==> config.mk <==
export PLATFORM = sky130hd
export DESIGN_NAME = hdd_front
export DESIGN_NICKNAME = d
export VERILOG_FILES = /design/src/hdd_pkg.sv /design/src/hdd_front.sv
export SDC_FILE = /design/constraint.sdc
export NUM_CORES = 1
export LEC_CHECK = 0
export ABC_AREA = 1
export BUFFER_PORTS_ARGS = -buffer_cell sky130_fd_sc_hd__buf_4
export CAP_MARGIN = 15
export CORE_MARGIN = 1
export CORE_UTILIZATION = 56
export CTS_BUF_LIST = sky130_fd_sc_hd__clkbuf_4 sky130_fd_sc_hd__clkbuf_8 sky130_fd_sc_hd__clkbuf_16
export CTS_CLUSTER_DIAMETER = 150
export DETAILED_ROUTE_END_ITERATION = 16
export GPL_ROUTABILITY_DRIVEN = 0
export HOLD_SLACK_MARGIN = 0.1
export PLACE_DENSITY = 0.84
export SLEW_MARGIN = 10
export SYNTH_ARGS = -nofsm -noshare
export SYNTH_HDL_FRONTEND = slang
export SYNTH_SLANG_ARGS = --single-unit
==> constraint.sdc <==
create_clock -name i_clk -period 12.5 [get_ports i_clk]
set_clock_uncertainty 0.05 [all_clocks]
set_input_delay 1.25 -clock i_clk [delete_from_list [all_inputs] [get_ports i_clk]]
set_output_delay 1.25 -clock i_clk [all_outputs]
set_load 0.005 [all_outputs]
==> src/hdd_pkg.sv <==
// ============================================================================
// hdd_pkg
// Shared types and constants for the Huffman delta decoder.
// ============================================================================
package hdd_pkg;

    localparam int unsigned IDX_W   = 9;
    localparam int unsigned FREQ_W  = 32;
    localparam int unsigned COUNT_W = 34;

    localparam logic [1:0] OP_LOAD  = 2'd0;
    localparam logic [1:0] OP_START = 2'd1;
    localparam logic [1:0] OP_BYTE  = 2'd2;

    localparam logic [7:0] DELTA_WRAP = 8'h20;

    typedef enum logic [2:0] {
        K_LOAD  = 3'b001,
        K_START = 3'b010,
        K_BYTE  = 3'b100
    } t_kind;

    typedef struct packed {
        t_kind       kind;
        logic [4:0]  idx;
        logic [31:0] freq;
        logic [7:0]  dbyte;
    } t_cmd;

    typedef struct packed {
        logic              live;
        logic [FREQ_W-1:0] freq;
        logic [IDX_W-1:0]  one;
        logic [IDX_W-1:0]  zero;
    } t_node;

endpackage

==> src/hdd_front.sv <==
// ============================================================================
// hdd_front
// Accepts input items, drops the ones that have no effect, and queues the rest.
// ============================================================================
module hdd_front #(
    parameter int unsigned ACTIVE_SYMBOLS = 32
) (
    input  logic          i_clk,
    input  logic          i_rst_n,
    input  logic          i_in_valid,
    output logic          o_in_stall,
    input  logic [1:0]    i_op,
    input  logic [4:0]    i_symbol_index,
    input  logic [31:0]   i_frequency,
    input  logic [7:0]    i_data_byte,
    output logic          o_q_valid,
    output hdd_pkg::t_cmd o_q_cmd,
    input  logic          i_q_pop
);

    hdd_pkg::t_cmd r_q [2];
    logic [1:0]    r_cnt, n_cnt;
    logic          r_rd, r_wr;
    logic          r_started;
    logic          w_acc, w_keep, w_push;
    hdd_pkg::t_cmd w_cmd;

    assign o_in_stall = (r_cnt == 2'd2);
    assign w_acc      = i_in_valid && !o_in_stall;

    always_comb begin
        w_cmd.idx   = i_symbol_index;
        w_cmd.freq  = i_frequency;
        w_cmd.dbyte = i_data_byte;
        w_cmd.kind  = hdd_pkg::K_LOAD;
        w_keep      = 1'b0;
        case (i_op)
            hdd_pkg::OP_LOAD: begin
                w_cmd.kind = hdd_pkg::K_LOAD;
                w_keep     = ({1'b0, i_symbol_index} < 6'(ACTIVE_SYMBOLS));
            end
            hdd_pkg::OP_START: begin
                w_cmd.kind = hdd_pkg::K_START;
                w_keep     = 1'b1;
            end
            hdd_pkg::OP_BYTE: begin
                w_cmd.kind = hdd_pkg::K_BYTE;
                w_keep     = r_started;
            end
            default: begin
                w_keep = 1'b0;
            end
        endcase
    end

    assign w_push    = w_acc && w_keep;
    assign o_q_valid = (r_cnt != 2'd0);
    assign o_q_cmd   = r_q[r_rd];

    always_comb begin
        n_cnt = r_cnt;
        if (w_push && !i_q_pop) begin
            n_cnt = r_cnt + 2'd1;
        end else if (!w_push && i_q_pop) begin
            n_cnt = r_cnt - 2'd1;
        end
    end

    always_ff @(posedge i_clk) begin
        if (!i_rst_n) begin
            r_cnt     <= 2'd0;
            r_rd      <= 1'b0;
            r_wr      <= 1'b0;
            r_started <= 1'b0;
        end else begin
            r_cnt <= n_cnt;
            if (w_push) begin
                r_wr <= !r_wr;
            end
            if (i_q_pop) begin
                r_rd <= !r_rd;
            end
            if (w_acc && i_op == hdd_pkg::OP_START) begin
                r_started <= 1'b1;
            end
        end
    end

    always_ff @(posedge i_clk) begin
        if (w_push) begin
            r_q[r_wr] <= w_cmd;
        end
    end

endmodule

Word level (Yosys, flattened, before mapping)
Memories as Yosys holds them, arrays and structs flattened. A register that Yosys moved wholly into a read port is not among the register bits. Index checks and enable logic that the tools add are counted.

Flip-flop bits (word level): 5. Bits in latches: 0. Memory bits (writable): 96. ROM bits: 0. Input port bits: 51. Output and inout bits: 50. Logic and storage cells: 32. Memories kept: 1.

Memories: r_q (words 2, bits a word 48, rd ports 1, clocked after memory_dff 1, write ports 1, RTL line hdd_front.sv:21) `hdd_pkg::t_cmd r_q [2];`.

$add $sub $neg: 2. Multiply operators: 0. Divide/modulo/power cells: 0. Order comparisons: 0. Equality and inequality tests: 3. Shift operators: 0. Muxes and demuxes: 8. Bitwise logic cells: 0. Reductions and logical operators: 14.

Operator list (count): 3-bit case mux with 2 select lines (1); 1-bit logical AND (5); 1-bit zero test (5); 2-bit == test, second input constant (2); 1-bit two-way mux (4); 2-bit two-way mux (2); 2-bit nonzero test (2); 2-bit by 1-bit adder with 2-bit output, second input constant (1); 2-bit by 1-bit == test with 1-bit output, second input constant (1); 2-bit zero test (1); 1-bit case mux with 2 select lines (1); 2-bit OR reduction (1); 2-bit by 1-bit subtractor with 2-bit output, second input constant (1).

Depth between registers and ports, before layout
Depth in word-level cells: 8. Gate-level depth with buffers: 12. Gate-level depth less buffers: 12.

Worst setup path before layout
No wires, ideal clock.

Kind: input port to flip-flop. Start point: in i_op[1]. End point: mem r_q[0][0] (netlist name), enable pin. Library setup time: 0.513 ns. Arrival time: 4.928 ns. Required time: 11.937 ns. Path slack: 7.009 ns. Cell stages on the path: 6. Buffers on the path: 0. Cells stage by stage: inv_1 -> ha_1 -> nor2_1 -> nand2_1 -> nand2_1 -> nor3_1.

Longest elaborated chain between the ends: 6. Elaborated cells on any way between the ends: 8. Those cells by class: eq/ne: 2; mux: 3; reduce/logical: 3.

Ends and longest elaborated chain: from (decl) (RTL line hdd_front.sv:12) `input logic [1:0] i_op,`; 2-bit by 1-bit == test with 1-bit output or 2-bit zero test (tied branches) (RTL line hdd_front.sv:37) `case (i_op)`; 2-bit OR reduction (no line); 1-bit case mux with 2 select lines (*) (RTL line hdd_front.sv:37); 1-bit logical AND (*) (RTL line hdd_front.sv:56) `assign w_push = w_acc && w_keep;`; 1-bit two-way mux (*) (RTL line hdd_front.sv:90) `if (w_push) begin`; 1-bit two-way mux (implied by the code) (*) (RTL line hdd_front.sv:91) `r_q[r_wr] <= w_cmd;`; to (decl) (RTL line hdd_front.sv:21).

Every way passes the cells marked *; elsewhere a longest branch is shown, timed or not.

==> metrics.cfg <==
[detailed_routing]
drc = 0
ant_nets = 0
wl_um = 6130
vias_per_cell = 5.09
drt_iter0_drc = 81
avgRoutedWirePerCell_um = 15.5
drt_pass1_iterations = 4
via_count = 2005

[floorplan]
initial_core_util_pct = 57.8
fp.dieW_um = 85.5
die_h_um = 85.5
std_cell_rows = 30
io_pins = 101
dieArea_mm2 = 0.00731
core_area_mm2 = 0.00676

[global_route]
grt_use_met3_pct = 5.00
met1_usage_pct = 20.0
grt_max_degree = 49
grt_pass1_vias = 2035
antenna_found_initial = 0
busiest_layer = met2
grt_pass1_wl_um = 9390
grt.overflow.total = 0
gr-usage-met2_pct = 30.1
track_usage_pct = 17.4

[outcome]
status = finished clean

[yosys]
synth_edf_count = 96
ys_ff_latch = 102
syn_avg_cell_area_um2 = 19.4
seq_area_frac_synth_pct = 76.9
synth_top_area_cell = edfxtp_1
synth.net_count = 258
synth_area_mm2 = 0.00390
synth.area.top_cells = edfxtp_1 (74%), mux2_2 (8.1%), mux2_4 (7.7%), dfxtp_1 (3.1%), ha_1 (1.9%)
async_flop_share_pct = 0
synth_most_common_cell = edfxtp_1
yosys.area.top_type_share_pct = 73.8
synth_cell_types = 16
netlist_top_cells_count = edfxtp_1 (96), mux2_2 (28), mux2_4 (20), nand2_1 (11)
synthFlopType = edfxtp_1
synth_cells = 201
ys_warn_count = 0

[power]
combPwrFrac_pct = 10.2
internal-power_w = 0.000562
vdd.ir_drop.worst_v = 0.0000909
p_sw_share_pct = 19.8
p_total_w = 0.000702
power_density_mw_per_mm2 = 141
p_clk_share_pct = 33.8
p_seq_share_pct = 56.0
power_switching_w = 0.000139
p_leak_nw = 1.95

[clock_network]
clk_latency_ns = 0.35
cts_buffers = 9
cts_tree = done
hold_buffers = 0
cts_resized = 0
postCtsSetupBuffers = 0
cts_buffer_depth = 2
h-tree-depth = 3
cts_root_buf = clkbuf_8
clk_pin_slew_ns = 0.09
cts_sinks = 102

[sta]
timing.final.ws_setup_ns = 9.15
hold_viol_final = 0
slew_headroom_pct = 29.7
slew_viol_final = 0
rsz0062_at_grt = no
setup_viol = 0
fin_tns_setup_ns = 0
timing.hold.ws_ns = 0.427
worstMarginPinSlew_ns = 1.05
layout_min_cycle_time_ns = 3.35
fin_crit_sh_pct = 26.8
fmax_mhz = 298

[worst_setup_path]
slowest_delay_ns = 0.65
cp_slowest_cell = dfxtp_2
worstRegToRegCells = 4
cp-start-kind = flip-flop
r2r_start = r_cnt[1]
crit_chain = buf_4 -> mux2_2 -> buf_4
crit_required_ns = 11.20
reg2reg_setup_slack_ns = 10.23
cp_data_arrival_time_ns = 2.05
end_kind = output pin
reg2reg_to = r_q[0][19]
critical_path_peak_fanout = 29
crit_path_frequent_cell = buf_4
critPathKind = reg -> out

[hold_path]
min_from = r_started
hold_depth = 2
min_to = r_started
hold_class = reg -> reg

[cells_and_area]
final_util_pct = 73.5
drive_above_1_share_pct = 53.2
area_growth_pct = 27.2
nFillCells = 419
diodes = 0
nets = 366

[run]
cap_violations = 0

[placed_design]
dpl.hpwl_um = 4090
pre_cts_slack_ns = 8.97
portBuffers = 100

-- worst max-delay path: cells and delay by family (launching register included) --
family,cells,cell delay (ns)
buffers and inverters,2,0.65
flip-flops,1,0.65
multiplexers,1,0.40
-- area by class of cell --
class                           count  area (µm²)  area share [%]
Sequential cell                   102        3000            60.5
Multi-Input combinational cell     84         825            16.6
Inverter                           10        37.5           0.756
Tap cell                           80         100            2.02
Clock buffer                        9         124            2.49
Timing Repair Buffer              102         766            15.4
Clock inverter                      7         111            2.24
-- kinds of logic after synthesis --
group | count (synthesis) | share of synthesized area, %
compound gates | 6 | 0.833
fa+ha+maj | 6 | 1.92
buf+inv | 15 | 2.08
flops | 102 | 76.9
mux | 48 | 15.8
simple gates | 24 | 2.47
-- cells in the final DEF (no fill, tap or decap) --
master,count
inv_2,1
inv_6,1
clkinv_1,2
a21oi_1,3
clkinv_2,1
nand4_1,1
a21boi_0,1
nor3_2,1
edfxtp_1,96
buf_4,102
ha_1,6
o21ai_0,2
nor2_1,10
bufinv_16,3
or2_0,1
clkbuf_8,9
dfxtp_1,5
mux2_2,28
mux2_4,20
dfxtp_2,1
nand2_1,11
inv_1,9
-- state kept, by name (all words and copies together), names as in the netlist, named ones only --
register / flops
r_rd: 1
r_cnt: 2
r_wr: 1
r_started: 1
r_q: 96
-- per-layer routing --
layer | part of all wire (%) | vias to the layer above | wire length, µm
li1 | - | 966 | -
met4 | 2.0 | 0 | 121
met1 | 40 | 947 | 2440
met2 | 51 | 81 | 3150
met3 | 6.8 | 11 | 416
met5 | 0 | - | 0
-- worst max-delay path by stage --
stage                      end  slack [ns]  depth (start not counted)
finish              o_q_cmd[4]        9.15                          3
global route        o_q_cmd[4]        9.03                          3
CTS                 o_q_cmd[4]        9.10                          3
detailed placement  r_q[0][14]        8.97                          8
global placement    r_q[0][14]        9.11                          8
floorplan            r_q[0][0]        7.01                          6
-- power by group through the flow --
stage | clock, W | combinational (W) | sequential (W)
6_report | 0.000237 | 0.0000719 | 0.000393
5_1_grt | 0.000256 | 0.0000776 | 0.000394
4_1_cts | 0.000241 | 0.0000731 | 0.000393
3_5_place_dp | 0 | 0.0000728 | 0.000401
3_3_place_gp | 0 | 0.0000709 | 0.000400
2_1_floorplan | 0 | 0.0000363 | 0.000399
-- through the flow --
step | std cells | instance area, µm²
after global routing | 394 | 4970
after detailed placement | 378 | 4730
after floorplan | 201 | 3900
final | 394 | 4970
after global placement | 378 | 4730
after CTS | 394 | 4970
(Power assumes the default switching activity.)
